==> src/rtl/cau_pkg.sv <==
// Package for the complex arithmetic unit: widths, function codes, pipeline item types
// and the saturation helpers shared by the front end and the back end.
// It depends on nothing else.
package cau_pkg;

  localparam int DATA_WIDTH  = 16;
  localparam int FRAC_BITS   = 8;
  localparam int EXT_W       = DATA_WIDTH + 1;
  localparam int PROD_W      = 2 * DATA_WIDTH;
  localparam int SUM_W       = PROD_W + 2;
  localparam int DIV_W       = 3 * DATA_WIDTH;
  localparam int QUO_W       = DATA_WIDTH + 1;
  localparam int N_CELLS     = QUO_W;
  localparam int FUNC_W      = 3;
  localparam int FLAG_W      = 3;
  localparam int IN_TDATA_W  = ((4 * DATA_WIDTH + 7) / 8) * 8;
  localparam int OUT_TDATA_W = ((2 * DATA_WIDTH + 7) / 8) * 8;

  localparam int FLAG_CMP = 0;
  localparam int FLAG_OVF = 1;
  localparam int FLAG_DZ  = 2;

  typedef enum logic [FUNC_W-1:0] {
    FUNC_ADD     = 3'd0,
    FUNC_SUB     = 3'd1,
    FUNC_MUL     = 3'd2,
    FUNC_DIV     = 3'd3,
    FUNC_GREATER = 3'd4,
    FUNC_LESS    = 3'd5
  } func_e;

  typedef logic signed [DATA_WIDTH-1:0] word_t;

  typedef struct packed {
    logic  ovf;
    word_t val;
  } sat_t;

  typedef struct packed {
    word_t res_real;
    word_t res_imag;
    logic  cmp;
    logic  ovf;
    logic  dz;
  } res_t;

  typedef struct packed {
    logic              valid;
    logic [FUNC_W-1:0] func;
    logic              dz;
    logic              neg_r;
    logic              neg_i;
    logic [DIV_W-1:0]  rem_r;
    logic [DIV_W-1:0]  rem_i;
    logic [DIV_W-1:0]  dvs;
    logic [QUO_W-1:0]  quo_r;
    logic [QUO_W-1:0]  quo_i;
    word_t             res_real;
    word_t             res_imag;
    logic              cmp;
    logic              ovf;
  } div_item_t;

  function automatic logic [DIV_W-1:0] mag_of(input logic signed [SUM_W-1:0] x);
    logic [SUM_W-1:0] a;
    a = x[SUM_W-1] ? -x : x;
    return DIV_W'(a);
  endfunction

  function automatic sat_t saturate(input logic neg, input logic [DIV_W-1:0] mag);
    logic [DIV_W-1:0] lim;
    sat_t r;
    lim = {{(DIV_W-1){1'b0}}, 1'b1} << (DATA_WIDTH - 1);
    r.ovf = 1'b0;
    if (neg) begin
      if (mag > lim) begin
        r.ovf = 1'b1;
        r.val = lim[DATA_WIDTH-1:0];
      end else begin
        r.val = ~mag[DATA_WIDTH-1:0] + 1'b1;
      end
    end else begin
      if (mag >= lim) begin
        r.ovf = 1'b1;
        r.val = ~lim[DATA_WIDTH-1:0];
      end else begin
        r.val = mag[DATA_WIDTH-1:0];
      end
    end
    return r;
  endfunction

endpackage

==> src/rtl/cau_back.sv <==
// Back end of the complex arithmetic unit: saturation of the quotients, selection of
// the result and a two-entry output buffer that decouples the pipeline from the sink.
// It depends on cau_pkg.
module cau_back (
  input  logic               clk_i,
  input  logic               rst_ni,
  input  cau_pkg::div_item_t item_i,
  output logic               en_o,
  output logic               valid_o,
  input  logic               ready_i,
  output cau_pkg::res_t      res_o
);
  import cau_pkg::*;

  sat_t sat_r, sat_i;
  res_t res_d;
  res_t out_q, spare_q;
  logic out_valid_q, spare_valid_q;
  logic incoming;
  logic out_free;

  always_comb begin
    sat_r = saturate(item_i.neg_r, DIV_W'(item_i.quo_r));
    sat_i = saturate(item_i.neg_i, DIV_W'(item_i.quo_i));
    res_d.cmp = item_i.cmp;
    res_d.dz  = item_i.dz;
    if (item_i.func == FUNC_DIV && !item_i.dz) begin
      res_d.res_real = sat_r.val;
      res_d.res_imag = sat_i.val;
      res_d.ovf      = sat_r.ovf | sat_i.ovf;
    end else begin
      res_d.res_real = item_i.res_real;
      res_d.res_imag = item_i.res_imag;
      res_d.ovf      = item_i.ovf;
    end
  end

  assign en_o     = !spare_valid_q;
  assign incoming = en_o && item_i.valid;
  assign out_free = ready_i || !out_valid_q;

  always_ff @(posedge clk_i or negedge rst_ni) begin
    if (!rst_ni) begin
      out_valid_q   <= 1'b0;
      spare_valid_q <= 1'b0;
    end else if (out_free) begin
      out_valid_q   <= spare_valid_q || incoming;
      spare_valid_q <= 1'b0;
    end else if (incoming) begin
      spare_valid_q <= 1'b1;
    end
  end

  always_ff @(posedge clk_i) begin
    if (out_free) begin
      out_q <= spare_valid_q ? spare_q : res_d;
    end else if (incoming) begin
      spare_q <= res_d;
    end
  end

  assign valid_o = out_valid_q;
  assign res_o   = out_q;

endmodule

==> config.mk <==
export PLATFORM = sky130hd
export DESIGN_NAME = cau_back
export DESIGN_NICKNAME = d
export VERILOG_FILES = /design/src/rtl/cau_pkg.sv /design/src/rtl/cau_back.sv
export SDC_FILE = /design/constraint.sdc
export NUM_CORES = 1
export LEC_CHECK = 0
export BUFFER_PORTS_ARGS = -buffer_cell sky130_fd_sc_hd__buf_2
export CAP_MARGIN = 5
export CORE_MARGIN = 10
export CORE_UTILIZATION = 40
export DETAILED_ROUTE_END_ITERATION = 6
export PLACE_DENSITY = 0.76
export SYNTH_ARGS = -nofsm -noshare
export SYNTH_HDL_FRONTEND = slang
export SYNTH_SLANG_ARGS = --single-unit
==> constraint.sdc <==
create_clock -name clk_i -period 4.3 [get_ports clk_i]
set_input_delay 0.645 -clock clk_i [delete_from_list [all_inputs] [get_ports clk_i]]
set_output_delay 0.645 -clock clk_i [all_outputs]
set_load 0.05 [all_outputs]
==> flow_summary_export.csv <==
group,metric,value,unit
clocking,numClockSinks,72,
yosys,number_of_synthesized_flops_with_an_enable_pin,70,
detailed_routing,drt_pre_antenna_iters,5,
finish,multiInputGateArea,0.00202,mm²
yosys,count_of_cell_types_in_the_netlist,56,
sta,min_period,3.12,ns
clocking,cts.hold.buffers_added,0,
clocking,worst_setup_hold_path_clk_slew,0.08,ns
global_routing,number_of_antenna_violations_at_the_first_check_in_global_routing,2,
clocking,max-clock-path-buffers,2,
power_and_ir_drop,p_sw_frac,0.294,
yosys,synth_async_reset_ratio,0.0278,
clocking,numCtsBuffers,9,
floorplan,design.die.area,0.0153,mm²
placed_design,place.detailed.instances,671,
clocking,ctsResizeCount,0,
sta,report.final.slew_viol_count,0,
yosys,synth.top_cells.by_area,"edfxtp_1, nor2_1, a21oi_1",
global_routing,grt_first_pass_wirelength,20000,µm
clocking,cts_root_buffer,"clkbuf_8",
global_routing,first_global_vias,3836,
power_and_ir_drop,comb_pwr_share,0.218,
power_and_ir_drop,leakagePower,2.01,nW
setup_path,cp.arrival,3.18,ns
yosys,ys.flop_type,"edfxtp_1",
sta,worst_clock_skew,0.00722,ns
detailed_routing,drt_total_wl,12900,µm
detailed_routing,viasPerCell,5.76,
floorplan,core.rowCount,37,
placed_design,placement.io_buffers,114,
yosys,yosys.area.top_type_share,0.488,
power_and_ir_drop,pwr_density_cell,370,mW/mm²
power_and_ir_drop,pwr-share-seq,0.438,
setup_path,critical_path.cell_chain,"buf_2, inv_1, ha_1, or3b_2, nor4_4, a31oi_1, a2111oi_0, o31ai_1",
power_and_ir_drop,power_switching,0.000572,W
sta,finalHoldWorstSlack,0.0764,ns
power_and_ir_drop,max-vdd-ir-drop,0.205,mV
yosys,synthesis.area,0.00431,mm²
job,max_cap_viol_count,0,
yosys,syn-mean-instance-area,9.68,µm²
hold_path,timing.hold.worst.class,"in -> async",
yosys,yosys_register_bits,72,
finish,layout.area.seq,0.00215,mm²
sta,unrepaired_setup_endpoints_after_global_routing,"false",
floorplan,initial_core_utilization,0.414,
sta,share_of_the_clock_period_used_by_the_worst_path_after_layout,0.725,
yosys,netlist_instances,445,
yosys,yosys_warnings,0,
clocking,tritoncts,"built",
yosys,post-synth-top-count-cell,"edfxtp_1",
detailed_routing,drt_iter0_drc,350,
detailed_routing,postRouteAntennaNets,0,
detailed_routing,wl_per_cell,18.8,µm
placed_design,gp_congestion,0.891,
floorplan,die_width,124,µm
yosys,post-synth-top-area-cell,"edfxtp_1",
clocking,insertion_delay,0.34,ns
power_and_ir_drop,p_int,0.00138,W
setup_path,timing.critical_path.from_type,"input pin",
setup_path,timing.critical_path.slowest_cell_delay,0.80,ns
finish,final-instance-count-excl-fill,688,
sta,timing.slew.headroom,0.314,
setup_path,timing_worst_setup_path_type,"in -> reg",
sta,setup-tns-final,0,ns
global_routing,grt_overflow_total,0,
power_and_ir_drop,clock_power_share,0.344,
yosys,postSynthNetCount,669,
setup_path,worstPathMaxFanout,9,
clocking,cts_max_level,3,
setup_path,crit_slowest_cell,"a2111oi_0",
floorplan,top_level_ports,259,
finish,finish.net_count,770,
placed_design,dp_hpwl,9420,µm
global_routing,grt_use_total,0.165,
sta,number_of_hold_violations_in_the_final_report,0,
setup_path,cp-end-kind,"flip-flop",
yosys,synth.top_cells.by_count,"edfxtp_1, nor2_1, a21oi_1, nand2_1, o21ai_0",
finish,syn2layout_area_growth,22.1,%
setup_path,critical_path_required,4.36,ns
finish,drive_above_1_share,0.299,
finish,fillers,946,
status,run_status,"complete, no violations",
floorplan,core_area,0.0104,mm²
sta,tightestPinTransition,1.03,ns
clocking,cts_post_setup_buffers_inserted,0,
detailed_routing,route.vias.total,3962,
sta,setup-violations-final,0,
global_routing,largest_net_degree_at_the_start_of_global_routing,46,
sta,timing_limited_maximum_frequency,321,MHz
detailed_routing,post-route-drc-count,0,
floorplan,die_h,124,µm
yosys,synth.yosys.seq_area_share,0.500,
==> layer usage <==
layer | vias to the layer above | global-route usage | share of wire | wire length (µm)
met1 | 1872 | 0.211 | 0.42 | 5430
met3 | 15 | 0.0529 | 0.10 | 1300
met2 | 170 | 0.259 | 0.46 | 6010
met4 | 2 | 0.0524 | 0.014 | 178
met5 | - | 0 | 0.00054 | 7
li1 | 1903 | - | - | -
==> power by group through the flow <==
| stage | Combinational, W | Sequential, W | Clock, W |
|---|---|---|---|
| 6_report | 0.000425 | 0.000852 | 0.000670 |
| 3_5_place_dp | 0.000424 | 0.000867 | 0 |
| 4_1_cts | 0.000426 | 0.000853 | 0.000686 |
| 2_1_floorplan | 0.000159 | 0.000999 | 0 |
| 3_3_place_gp | 0.000418 | 0.000867 | 0 |
| 5_1_grt | 0.000460 | 0.000857 | 0.000721 |
==> metrics by stage <==
| step | power [W] | setup WS, ns | util | instance area (µm²) |
|---|---|---|---|---|
| after floorplan | 0.00116 | 0.792 | - | 4310 |
| after global placement | 0.00128 | 0.901 | 0.480 | 5000 |
| after detailed placement | 0.00129 | 0.873 | 0.480 | 5000 |
| after CTS | 0.00197 | 1.20 | 0.505 | 5260 |
| after global routing | 0.00204 | 0.981 | 0.505 | 5260 |
| final | 0.00195 | 1.18 | 0.505 | 5260 |
==> registers in the layout, indices dropped and copies added, names as in the netlist <==
signal / count
res_o: 35
valid_o: 1
spare_valid_q: 1
spare_q: 35
==> critical path, delay by kind of cell <==
family / cells / cell delay, ns
fa+ha+maj: 1 / 0.19
compound gates: 3 / 1.14
simple gates: 2 / 0.99
buf+inv: 2 / 0.20
==> final cells by class <==
class                      count  area share
clock buffer                  11      0.0288
antenna                        1    0.000476
tap                          136      0.0324
inverter                      13     0.00928
sequential                    72       0.409
multi-input combinational    330       0.383
timing repair buffer         120       0.117
clock inverter                 5      0.0195
==> placed cells by master, fill, tap and decap left out, drive strengths merged, types with 4 or more instances in the layout <==
cell type and count:
a211oi 5, o22ai 4, nor4 7, inv 13, o211ai 4, nor3b 4
a21oi 44, and3 4, nor3 15, o31ai 10, clkbuf 11, edfxtp 70
nand2 33, o21ai 34, o221ai 4, buf 120, o22a 4, mux2 17
or3 12, or4 6, a31oi 13, o21a 6, nor2 63
==> path summary, 6_finish.rpt <==
path | depth (start not counted) | slack [ns] | start | endpoint
min in group clk_i | 1 | 0.51 | item_i[1] | spare_q[2]$_DFFE_PP_
max reg2reg | 6 | 1.84 | spare_valid_q$_DFFE_PN0P_ | res_o[13]$_DFFE_PN_
max in group asynchronous | 1 | 4.12 | rst_ni | valid_o$_DFFE_PN0N_
min reg2reg | 2 | 0.54 | spare_q[1]$_DFFE_PP_ | res_o[1]$_DFFE_PN_
min | 1 | 0.08 | rst_ni | spare_valid_q$_DFFE_PN0P_
max | 8 | 1.18 | item_i[51] | res_o[1]$_DFFE_PN_
==> cell families after synthesis <==
kind of cell,Yosys count,share of synthesized area
XOR/XNOR,2,0.00407
adder cells (fa/ha/maj),2,0.00581
flip-flops,72,0.500
multiplexers,20,0.0514
buffers and inverters,43,0.0389
AO/OA/AOI/OAI,146,0.217
AND/OR/NAND/NOR,160,0.184
No activity file was read; power rests on OpenSTA's default activity.
