### config.mk
export PLATFORM = sky130hd
export DESIGN_NAME = cau_div_cell
export DESIGN_NICKNAME = d
export VERILOG_FILES = /design/src/rtl/cau_pkg.sv /design/src/rtl/cau_div_cell.sv
export SDC_FILE = /design/constraint.sdc
export NUM_CORES = 1
export LEC_CHECK = 0
export ABC_AREA = 1
export BUFFER_PORTS_ARGS = -buffer_cell sky130_fd_sc_hd__buf_2
export CAP_MARGIN = 20
export CORE_ASPECT_RATIO = 0.5
export CORE_UTILIZATION = 59
export DETAILED_ROUTE_END_ITERATION = 16
export GPL_ROUTABILITY_DRIVEN = 1
export PLACE_DENSITY_LB_ADDON = 0.1
export SYNTH_ARGS = -nofsm -noshare
export SYNTH_HDL_FRONTEND = slang
export SYNTH_SLANG_ARGS = --single-unit
### constraint.sdc
create_clock -name clk_i -period 1.5 [get_ports clk_i]
set_input_delay 0.3 -clock clk_i [delete_from_list [all_inputs] [get_ports clk_i]]
set_output_delay 0.3 -clock clk_i [all_outputs]
set_load 0.05 [all_outputs]
### src/rtl/cau_pkg.sv
// Package for the complex arithmetic unit: widths, function codes, pipeline item types
// and the saturation helpers shared by the front end and the back end.
// It depends on nothing else.
package cau_pkg;

  localparam int DATA_WIDTH  = 16;
  localparam int FRAC_BITS   = 8;
  localparam int EXT_W       = DATA_WIDTH + 1;
  localparam int PROD_W      = 2 * DATA_WIDTH;
  localparam int SUM_W       = PROD_W + 2;
  localparam int DIV_W       = 3 * DATA_WIDTH;
  localparam int QUO_W       = DATA_WIDTH + 1;
  localparam int N_CELLS     = QUO_W;
  localparam int FUNC_W      = 3;
  localparam int FLAG_W      = 3;
  localparam int IN_TDATA_W  = ((4 * DATA_WIDTH + 7) / 8) * 8;
  localparam int OUT_TDATA_W = ((2 * DATA_WIDTH + 7) / 8) * 8;

  localparam int FLAG_CMP = 0;
  localparam int FLAG_OVF = 1;
  localparam int FLAG_DZ  = 2;

  typedef enum logic [FUNC_W-1:0] {
    FUNC_ADD     = 3'd0,
    FUNC_SUB     = 3'd1,
    FUNC_MUL     = 3'd2,
    FUNC_DIV     = 3'd3,
    FUNC_GREATER = 3'd4,
    FUNC_LESS    = 3'd5
  } func_e;

  typedef logic signed [DATA_WIDTH-1:0] word_t;

  typedef struct packed {
    logic  ovf;
    word_t val;
  } sat_t;

  typedef struct packed {
    word_t res_real;
    word_t res_imag;
    logic  cmp;
    logic  ovf;
    logic  dz;
  } res_t;

  typedef struct packed {
    logic              valid;
    logic [FUNC_W-1:0] func;
    logic              dz;
    logic              neg_r;
    logic              neg_i;
    logic [DIV_W-1:0]  rem_r;
    logic [DIV_W-1:0]  rem_i;
    logic [DIV_W-1:0]  dvs;
    logic [QUO_W-1:0]  quo_r;
    logic [QUO_W-1:0]  quo_i;
    word_t             res_real;
    word_t             res_imag;
    logic              cmp;
    logic              ovf;
  } div_item_t;

  function automatic logic [DIV_W-1:0] mag_of(input logic signed [SUM_W-1:0] x);
    logic [SUM_W-1:0] a;
    a = x[SUM_W-1] ? -x : x;
    return DIV_W'(a);
  endfunction

  function automatic sat_t saturate(input logic neg, input logic [DIV_W-1:0] mag);
    logic [DIV_W-1:0] lim;
    sat_t r;
    lim = {{(DIV_W-1){1'b0}}, 1'b1} << (DATA_WIDTH - 1);
    r.ovf = 1'b0;
    if (neg) begin
      if (mag > lim) begin
        r.ovf = 1'b1;
        r.val = lim[DATA_WIDTH-1:0];
      end else begin
        r.val = ~mag[DATA_WIDTH-1:0] + 1'b1;
      end
    end else begin
      if (mag >= lim) begin
        r.ovf = 1'b1;
        r.val = ~lim[DATA_WIDTH-1:0];
      end else begin
        r.val = mag[DATA_WIDTH-1:0];
      end
    end
    return r;
  endfunction

endpackage

### src/rtl/cau_div_cell.sv
// One cell of the divider chain: a restoring step for the real and imaginary quotients
// against a shared divisor, which it halves on its way to the next cell.
// It depends on cau_pkg.
module cau_div_cell (
  input  logic               clk_i,
  input  logic               rst_ni,
  input  logic               en_i,
  input  cau_pkg::div_item_t item_i,
  output cau_pkg::div_item_t item_o
);
  import cau_pkg::*;

  logic      ge_r, ge_i;
  div_item_t item_d;
  div_item_t item_q;

  assign ge_r = (item_i.rem_r >= item_i.dvs);
  assign ge_i = (item_i.rem_i >= item_i.dvs);

  always_comb begin
    item_d       = item_i;
    item_d.rem_r = ge_r ? item_i.rem_r - item_i.dvs : item_i.rem_r;
    item_d.rem_i = ge_i ? item_i.rem_i - item_i.dvs : item_i.rem_i;
    item_d.quo_r = {item_i.quo_r[QUO_W-2:0], ge_r};
    item_d.quo_i = {item_i.quo_i[QUO_W-2:0], ge_i};
    item_d.dvs   = item_i.dvs >> 1;
  end

  always_ff @(posedge clk_i or negedge rst_ni) begin
    if (!rst_ni) begin
      item_q <= '0;
    end else if (en_i) begin
      item_q <= item_d;
    end
  end

  assign item_o = item_q;

endmodule

==> results of run 1 <==
cells in the mapped netlist:
master and count:
a21boi_0 3, a21o_1 6, a21oi_1 58, and2_1 1, and2_2 1, buf_1 10, buf_2 7, buf_4 6
buf_6 7, clkbuf_1 43, conb_1 1, dfrtp_1 218, fa_1 2, ha_1 96, inv_1 470, inv_2 1
nand2_1 1375, nand2_2 2, nand2_4 1, nand3_1 137, nand3_2 1, nand3b_1 17, nand4_1 60, nand4_4 1
nor2_1 235, nor2_2 4, nor2_4 1, nor3_1 15, nor4_1 3, o21a_1 5, o21ai_0 58, o21ai_1 20
o21bai_1 12, or2_2 1, xnor2_1 41, xor2_1 8
routing by layer:
metal  GRT overflow  track usage [%]
met1              0             75.6
met5              0             44.0
met4              2             58.3
met2              2             88.8
met3              7             62.1
cell families after synthesis:
| logic type | after synthesis | synth area share (%) |
|---|---|---|
| DFF | 218 | 31.1 |
| buffers and inverters | 544 | 12.1 |
| adders and majority gates | 98 | 7.07 |
| other | 1 | 0.0213 |
| and+or+nand+nor | 1855 | 42.3 |
| xor gates and xnor gates | 49 | 2.44 |
| AOI/OAI and AO/OA | 162 | 4.99 |
timing repair:
item | in CTS
hold endpoints to repair | 59
gates cloned | 4
hold buffers | 27
endpoints found under the setup margin | 110
resized for setup | 208
pin swaps | 57
setup buffers | 21
metrics by stage:
step                      util, %  instance area, um^2  hold WS (ns)
after detailed placement     81.9                23800         0.239
after CTS                    89.1                26000     0.0000867
after global placement       81.9                23800         0.238
after floorplan                 -                17800       0.00441
==> run summary, run 1 <==
Status: aborted with a tool error
Last stage: global routing
Error msg: [ERROR GRT-0116] Global routing finished with congestion. Check the congestion regions in the DRC Viewer.
Chip height: 124 um
Clk buf depth: 3
Post-synth top area cell: dfrtp_1
CTS sink cnt: 218
H-Tree Depth: 1
Cell variety after synth: 36
DP Cell Count: 4147
Avg Cell Area, Syn: 6.00 um^2
Vias in the first global route: 27000
IO Port Bufs: 437
Yosys top cell area share: 31.1%
Total GRT Usage: 73.1%
First-pass GRT wire length: 163 mm
Syn nets: 3247
Seq/Total Area, Yosys: 31.1%
Top Ports: 441
Die Wd: 246 um
Synth Instances: 2927
Initial core utilization: 60.3%
Detailed placement HPWL: 59.9 mm
Largest net degree at the start of global routing: 60
Total CTS buffers: 20
Row cnt: 44
Yosys reg bits: 218
Synthesized area: 17600 um^2
Yosys warns: 0
Largest cells by area after synthesis: dfrtp_1, nand2_1, inv_1, ha_1, nor2_1
GR Overflow Total: 11
Pre-CTS setup slack: -1.02 ns
Root Driver: clkbuf_16
GPL Wtd Cong: 1.09
==> run 2: changes to the inputs <==
- CORE_ASPECT_RATIO: 0.5 -> not set
- CORE_UTILIZATION: 59 -> 40
- PLACE_DENSITY_LB_ADDON: 0.1 -> 0.15
==> run 2 against run 1 <==
Synthesized cell count is the same. The flow now finishes, with violations (setup timing). Area after synthesis is the same.
==> run summary, run 2 <==
Fin cells: 4501
Commonest non-fill, non-tap cells in the layout: nand2_1, buf_4, inv_1, buf_2, dfrtp_1
Die Wd: 212 um (-14%)
Pre-CTS setup slack: -1.25 ns (-0.227 ns)
Max rail drop VDD: 1010 uV
GPL Wtd Cong: 0.987 (-9.1%)
CTS sink cnt: 218 (unchanged)
Failing checks: setup timing
Top Ports: 441 (unchanged)
Avg Cell Area, Syn: 6.00 um^2 (unchanged)
Clk buf depth: 3 (unchanged)
Fmax: 505 MHz
Largest net degree at the start of global routing: 72
Vias in the first global route: 21300
Max stage delay on crit path: 0.29 ns
Yosys top cell area share: 31.1% (unchanged)
Synthesized area: 17600 um^2 (unchanged)
Commonest register cell after synthesis: dfrtp_1
FF+latch area: 5460 um^2
FFs w/ async S/R, synth: 100% (unchanged)
Power Density: 943 nW/um^2
CP startpoint kind: input pin
Clock transition at path regs: 0.07 ns
Synth Instances: 2927 (unchanged)
Pleak: 16.1 nW
CP Max Fanout: 5
Antenna violations before repair: 4
Final Setup Violations: 98
Total CTS buffers: 27 (+35%)
Number of synthesized flops with an enable pin: 0 (unchanged)
GR Overflow Total: 0
RSZ-0062 raised after global routing: true
Worst hold stages: 3
Final Skew: 0 ns
Row cnt: 76 (+73%)
Wire length per cell: 18.0 um
First-pass GRT wire length: 117 mm
Via count: 22200
Die area: 44800 um^2
CP Cell Sequence: buf_6, clkinvlp_4, buf_6, ha_4, nand2_4, nor2_4, nand2_2, nor2_4, buf_4, nand2_4, nand4_4, buf_12, buf_8, nand3_4, nand2_2, nand2_1
Largest cells by area after synthesis: dfrtp_1, nand2_1, inv_1, ha_1, nor2_1
Multi-input gate area: 11900 um^2
CTS tree: done
IO Port Bufs: 437 (unchanged)
Yosys warns: 0 (unchanged)
Detailed placement HPWL: 62.9 mm (+5.0%)
Total GRT Usage: 34.3%
Number of flip-flops in the largest register: 218
H-Tree Depth: 1 (unchanged)
Hold Violations, Final: 0
Share of post-route cells with drive strength above 1: 35.1%
Final WL: 80.9 mm
Min setup slack post-route: -0.479 ns
Post-DRT Antenna Nets: 0
Initial DRC Count: 1890
DR pass1 iterations: 5
Initial core utilization: 40.7% (-20 points)
Critical path required time: 1.96 ns
Root Driver: clkbuf_16
Commonest non-fill, non-tap cell in the layout: nand2_1
Worst skew pair latency: 0.57 ns
Crit path kind: in -> reg
Syn nets: 3247 (unchanged)
Cell with the most instances after synthesis: nand2_1
Status: finished, violations left
DP Cell Count: 4326 (+4.3%)
Syn-to-layout area delta: 63.7%
Min-Delay Path Class: in -> reg
Via density: 4.94
List of most frequent post-synthesis cells: nand2_1, inv_1, nor2_1
Final net count: 4214
Max Cap Viol: 0
Post-synth top area cell: dfrtp_1
Chip height: 212 um (+71%)
CP max-delay cell: ha_4
Drt drc: 0
R2R depth: 2
Period minus WS final: 1.98 ns
CP Capture Type: register
Fillers: 3908
Placeable Area: 43200 um^2
Cell variety after synth: 36 (unchanged)
Period utilisation layout: 132%
Yosys reg bits: 218 (unchanged)
Final Slew Violations: 0
Seq/Total Area, Yosys: 31.1% (unchanged)
CP arrival: 2.44 ns
-- run 2: cell counts after synthesis --
Identical to the previous run, type by type.
-- run 2: cells by family (layout without fill, tap and decap cells) --
family	Yosys count	after routing	synth area share, %
AO/OA/AOI/OAI	162	162	4.99
XOR/XNOR	49	49	2.44
adder cells (fa/ha/maj)	98	98	7.07
buffers and inverters	544	1529	12.1
flip-flops	218	218	31.1
other	1	5	0.0213
AND/OR/NAND/NOR	1855	1855	42.3
-- run 2: worst paths after layout --
kind	from	end	slack (ns)
min in group asynchronous	rst_ni	item_o[175]	0.21
max reg2reg	item_o[105]	item_o[105]	0.80
min reg2reg	item_o[147]	item_o[147]	0.47
max	item_i[103]	item_o[163]	-0.48
max in group asynchronous	rst_ni	item_o[53]	0.67
min	item_i[177]	item_o[177]	0.05
-- run 2: final cells by class --
| class | instances | share of cell area [%] |
|---|---|---|
| antenna | 4 | 0.0348 |
| clock buffer | 38 | 2.74 |
| clock inverter | 9 | 0.535 |
| inverter | 471 | 6.49 |
| multi-input combinational | 2165 | 41.3 |
| sequential | 218 | 19.0 |
| tap | 585 | 2.55 |
| timing repair buffer | 1011 | 27.4 |
-- run 2: critical path, delay by kind of cell --
family | cells | cell delay [ns]
adder cells (fa/ha/maj) | 1 | 0.29
buffers and inverters | 6 | 0.89
AND/OR/NAND/NOR | 9 | 0.93
-- run 2: power by group --
group	total, mW	internal, mW	switching (mW)
logic	12.8	4.83	8.01
registers	7.14	6.63	0.507
clock network	7.14	4.31	2.83
-- run 2: timing repair --
action	in CTS	in global routing
resized for setup	216	452
setup buffers	23	13
setup endpoints to repair	254	210
cloned	4	10
pin swaps	18	88
hold buffers	74	0
endpoints found under the hold margin	239	0
-- run 2: per-stage QoR --
stage / TNS [ns] / util (%) / total power, mW / instance area (um^2) / hold slack (ns)
after global placement: -108.62 / 55.7 / 17.8 / 24000 / 0.203
after detailed placement: -111.77 / 55.7 / 17.9 / 24000 / 0.205
after global routing: -46.44 / 66.6 / 28.3 / 28800 / 0.0513
final: -39.38 / 66.6 / 27.1 / 28800 / 0.0459
after floorplan: -49.93 / - / 13.6 / 17800 / 0.00441
after CTS: -33.33 / 62.3 / 25.9 / 26900 / 0.0137
-- run 2: per-layer routing --
metal | vias up | wire, um | global-route usage, % | share of wire [%]
met3 | 171 | 5560 | 5.33 | 6.9
met2 | 845 | 36900 | 54.9 | 46
met1 | 10400 | 35100 | 46.6 | 43
met5 | - | 0 | 0 | 0
met4 | 0 | 3290 | 12.4 | 4.1
li1 | 10800 | - | - | -
(Power assumes the default switching activity.)
==> run 3: changes to the inputs <==
--- a/config.mk
+++ b/config.mk
@@ -13,3 +13,3 @@
 export GPL_ROUTABILITY_DRIVEN = 1
-export PLACE_DENSITY_LB_ADDON = 0.15
+export PLACE_DENSITY_LB_ADDON = 0.3
 export SYNTH_ARGS = -nofsm -noshare
--- a/constraint.sdc
+++ b/constraint.sdc
@@ -3,2 +3,2 @@
 set_output_delay 0.3 -clock clk_i [all_outputs]
-set_load 0.05 [all_outputs]
+set_load 0.1 [all_outputs]
==> run 3 against run 2 <==
The flow still finishes with violations (setup timing). Maximum frequency increased by 3.7%. Utilization rose by 3.7 points. Flip-flop and latch count unchanged. Via count increased by 2.4%.
==> run summary, run 3 (same netlist as run 2, synthesis figures left out) <==
Clock transition at path regs: 0.06 ns (about the same)
Die area: 44800 um^2 (unchanged)
CP arrival: 2.34 ns (-0.10 ns)
Fmax: 524 MHz (+3.7%)
CTS sink cnt: 218 (unchanged)
Critical path required time: 1.94 ns (-0.02 ns)
Chip height: 212 um (unchanged)
Vias in the first global route: 20300 (-4.4%)
Min-Delay Path Class: in -> reg
Post-DRT Antenna Nets: 0 (unchanged)
GR Overflow Total: 0 (unchanged)
CP Max Fanout: 5 (unchanged)
Total CTS buffers: 25 (-7.4%)
Pre-CTS setup slack: -1.11 ns (+0.135 ns)
Critical Path Most Common Cell: nand2_1
IO Port Bufs: 437 (unchanged)
First-pass GRT wire length: 110 mm (-5.7%)
Max rail drop VDD: 834 uV (-18%)
Fin cells: 4509 (+0.18%)
Antenna violations before repair: 3 (-1)
CP startpoint kind: input pin
Drt drc: 0 (unchanged)
Clk buf depth: 3 (unchanged)
Worst skew pair latency: 0.54 ns (-0.03 ns)
CTS tree: done
Detailed placement HPWL: 58.6 mm (-6.8%)
Via count: 22800 (+2.4%)
Crit path kind: in -> reg
Finished Cell Area: 30400 um^2 (+5.6%)
Pleak: 16.6 nW (+2.7%)
DP Cell Count: 4337 (+0.25%)
CP Cell Sequence: buf_6, clkinvlp_4, ha_4, nand2_4, nor2_4, nand2_2, nor2_2, inv_1, nor2_1, nand2_1, nand4_1, buf_6, buf_12, buf_4, nand2_1, nand2_1, o21ai_1
Failing checks: setup timing
Fillers: 3383 (-13%)
CP Capture Type: register
Multi-input gate area: 12400 um^2 (+4.6%)
Status: finished, violations left
Initial core utilization: 40.7% (unchanged)
Largest net degree at the start of global routing: 56 (-22%)
DR pass1 iterations: 6 (+1)
Clock power share: 20.0% (-6.3 points)
Share of post-route cells with drive strength above 1: 38.7% (+3.6 points)
Min setup slack post-route: -0.408 ns (+0.0706 ns)
GPL Wtd Cong: 0.996 (+0.88%)
Final hold slack: 0.0210 ns (-0.0249 ns)
Via density: 5.05 (+2.2%)
Internal power: 15.9 mW (+0.65%)
Total GRT Usage: 32.1% (-2.2 points)
Setup TNS: -31.61 ns (+7.77 ns)
Final Slew Violations: 0 (unchanged)
Period minus WS final: 1.91 ns (-0.0706 ns)
Max stage delay on crit path: 0.36 ns (+0.07 ns)
H-Tree Depth: 1 (unchanged)
Placeable Area: 43200 um^2 (unchanged)
Comb pwr share: 55.8% (+8.5 points)
Initial DRC Count: 2183 (+16%)
Final Setup Violations: 103 (+5.1%)
Hold Violations, Final: 0 (unchanged)
Wire length per cell: 17.9 um (-0.56%)
Top Ports: 441 (unchanged)
Net Sw Frac: 47.5% (+5.6 points)
Commonest non-fill, non-tap cells in the layout: nand2_1, buf_4, inv_1, dfrtp_1, buf_2
Fin util: 70.3% (+3.7 points)
Area after DPL: 24100 um^2 (about the same)
Power Density: 995 nW/um^2 (+5.5%)
Max Cap Viol: 0 (unchanged)
Final WL: 80.6 mm (-0.39%)
Part of the power in registers: 24.2% (-2.1 points)
Final net count: 4227 (+0.31%)
Commonest non-fill, non-tap cell in the layout: nand2_1
RSZ-0062 raised after global routing: true
Final Total Pwr: 30.2 mW (+11%)
Switch Pwr: 14.3 mW (+26%)
Syn-to-layout area delta: 72.9%
Final Skew: 0 ns (unchanged)
Root Driver: clkbuf_16
CP max-delay cell: ha_4
Die Wd: 212 um (unchanged)
Number of flip-flops in the largest register: 218 (unchanged)
Period utilisation layout: 127% (-4.7 points)
Row cnt: 76 (unchanged)
FF+latch area: 5460 um^2 (+0.14%)
-- run 3: cell types whose count changed in the layout (fill, tap and decap cells not counted), sizes merged --
cell         before   now
nand2          1378  1379
inv             455   457
clkinvlp         19    12
buf             829   950
bufinv            4     1
diode             4     1
clkbuf          146    48
clkinv            2     7
dlygate4sd3      74    64
-- run 3: repair_timing --
item	in CTS	in global routing
hold buffers	64	0
setup buffers	19	32
cloned	2	12
endpoints found under the hold margin	128	0
pin swaps	17	193
resized for setup	206	1095
setup endpoints to repair	314	306
-- run 3: power by group through the flow --
| stage | combinational, mW | sequential, mW | clock, mW |
|---|---|---|---|
| 2_1_floorplan | 3.83 | 12.6 | 0 |
| 3_3_place_gp | 13.5 | 7.14 | 0 |
| 3_5_place_dp | 13.5 | 7.14 | 0 |
| 4_1_cts | 14.3 | 7.09 | 6.06 |
| 5_1_grt | 17.7 | 7.37 | 6.32 |
| 6_report | 16.9 | 7.31 | 6.04 |
-- run 3: final cells by class --
cell class,count,share of cell area (%)
clock inverter,6,0.206
clock buffer,37,2.37
multi-input combinational,2166,40.9
tap,585,2.41
inverter,471,6.19
timing repair buffer,1025,30.0
antenna,1,0.00824
sequential,218,18.0
-- run 3: per-layer routing --
layer / up-vias / global-route usage (%) / routed length, um
met4: 4 / 12.3 / 3790
met3: 274 / 4.29 / 6050
met1: 10500 / 43.4 / 32600
met5: - / 0 / 30
met2: 1095 / 51.8 / 38100
li1: 10900 / - / -
-- run 3: final timing paths --
path | startpoint | endpoint | slack (ns) | cells after the start
worst max-delay path | item_i[98] | item_o[166] | -0.41 | 17
worst min-delay path | item_i[33] | item_o[33] | 0.02 | 3
worst max register to register | item_o[111] | item_o[111] | 0.65 | 3
worst min register to register | item_o[60] | item_o[60] | 0.48 | 2
max in group asynchronous | rst_ni | item_o[155] | 0.63 | 3
min in group asynchronous | rst_ni | item_o[171] | 0.24 | 2
-- run 3: critical path, delay by kind of cell --
| family | cells | cell delay (ns) |
|---|---|---|
| AOI/OAI and AO/OA | 1 | 0.08 |
| adders and majority gates | 1 | 0.36 |
| buffers and inverters | 6 | 0.75 |
| and+or+nand+nor | 9 | 0.82 |
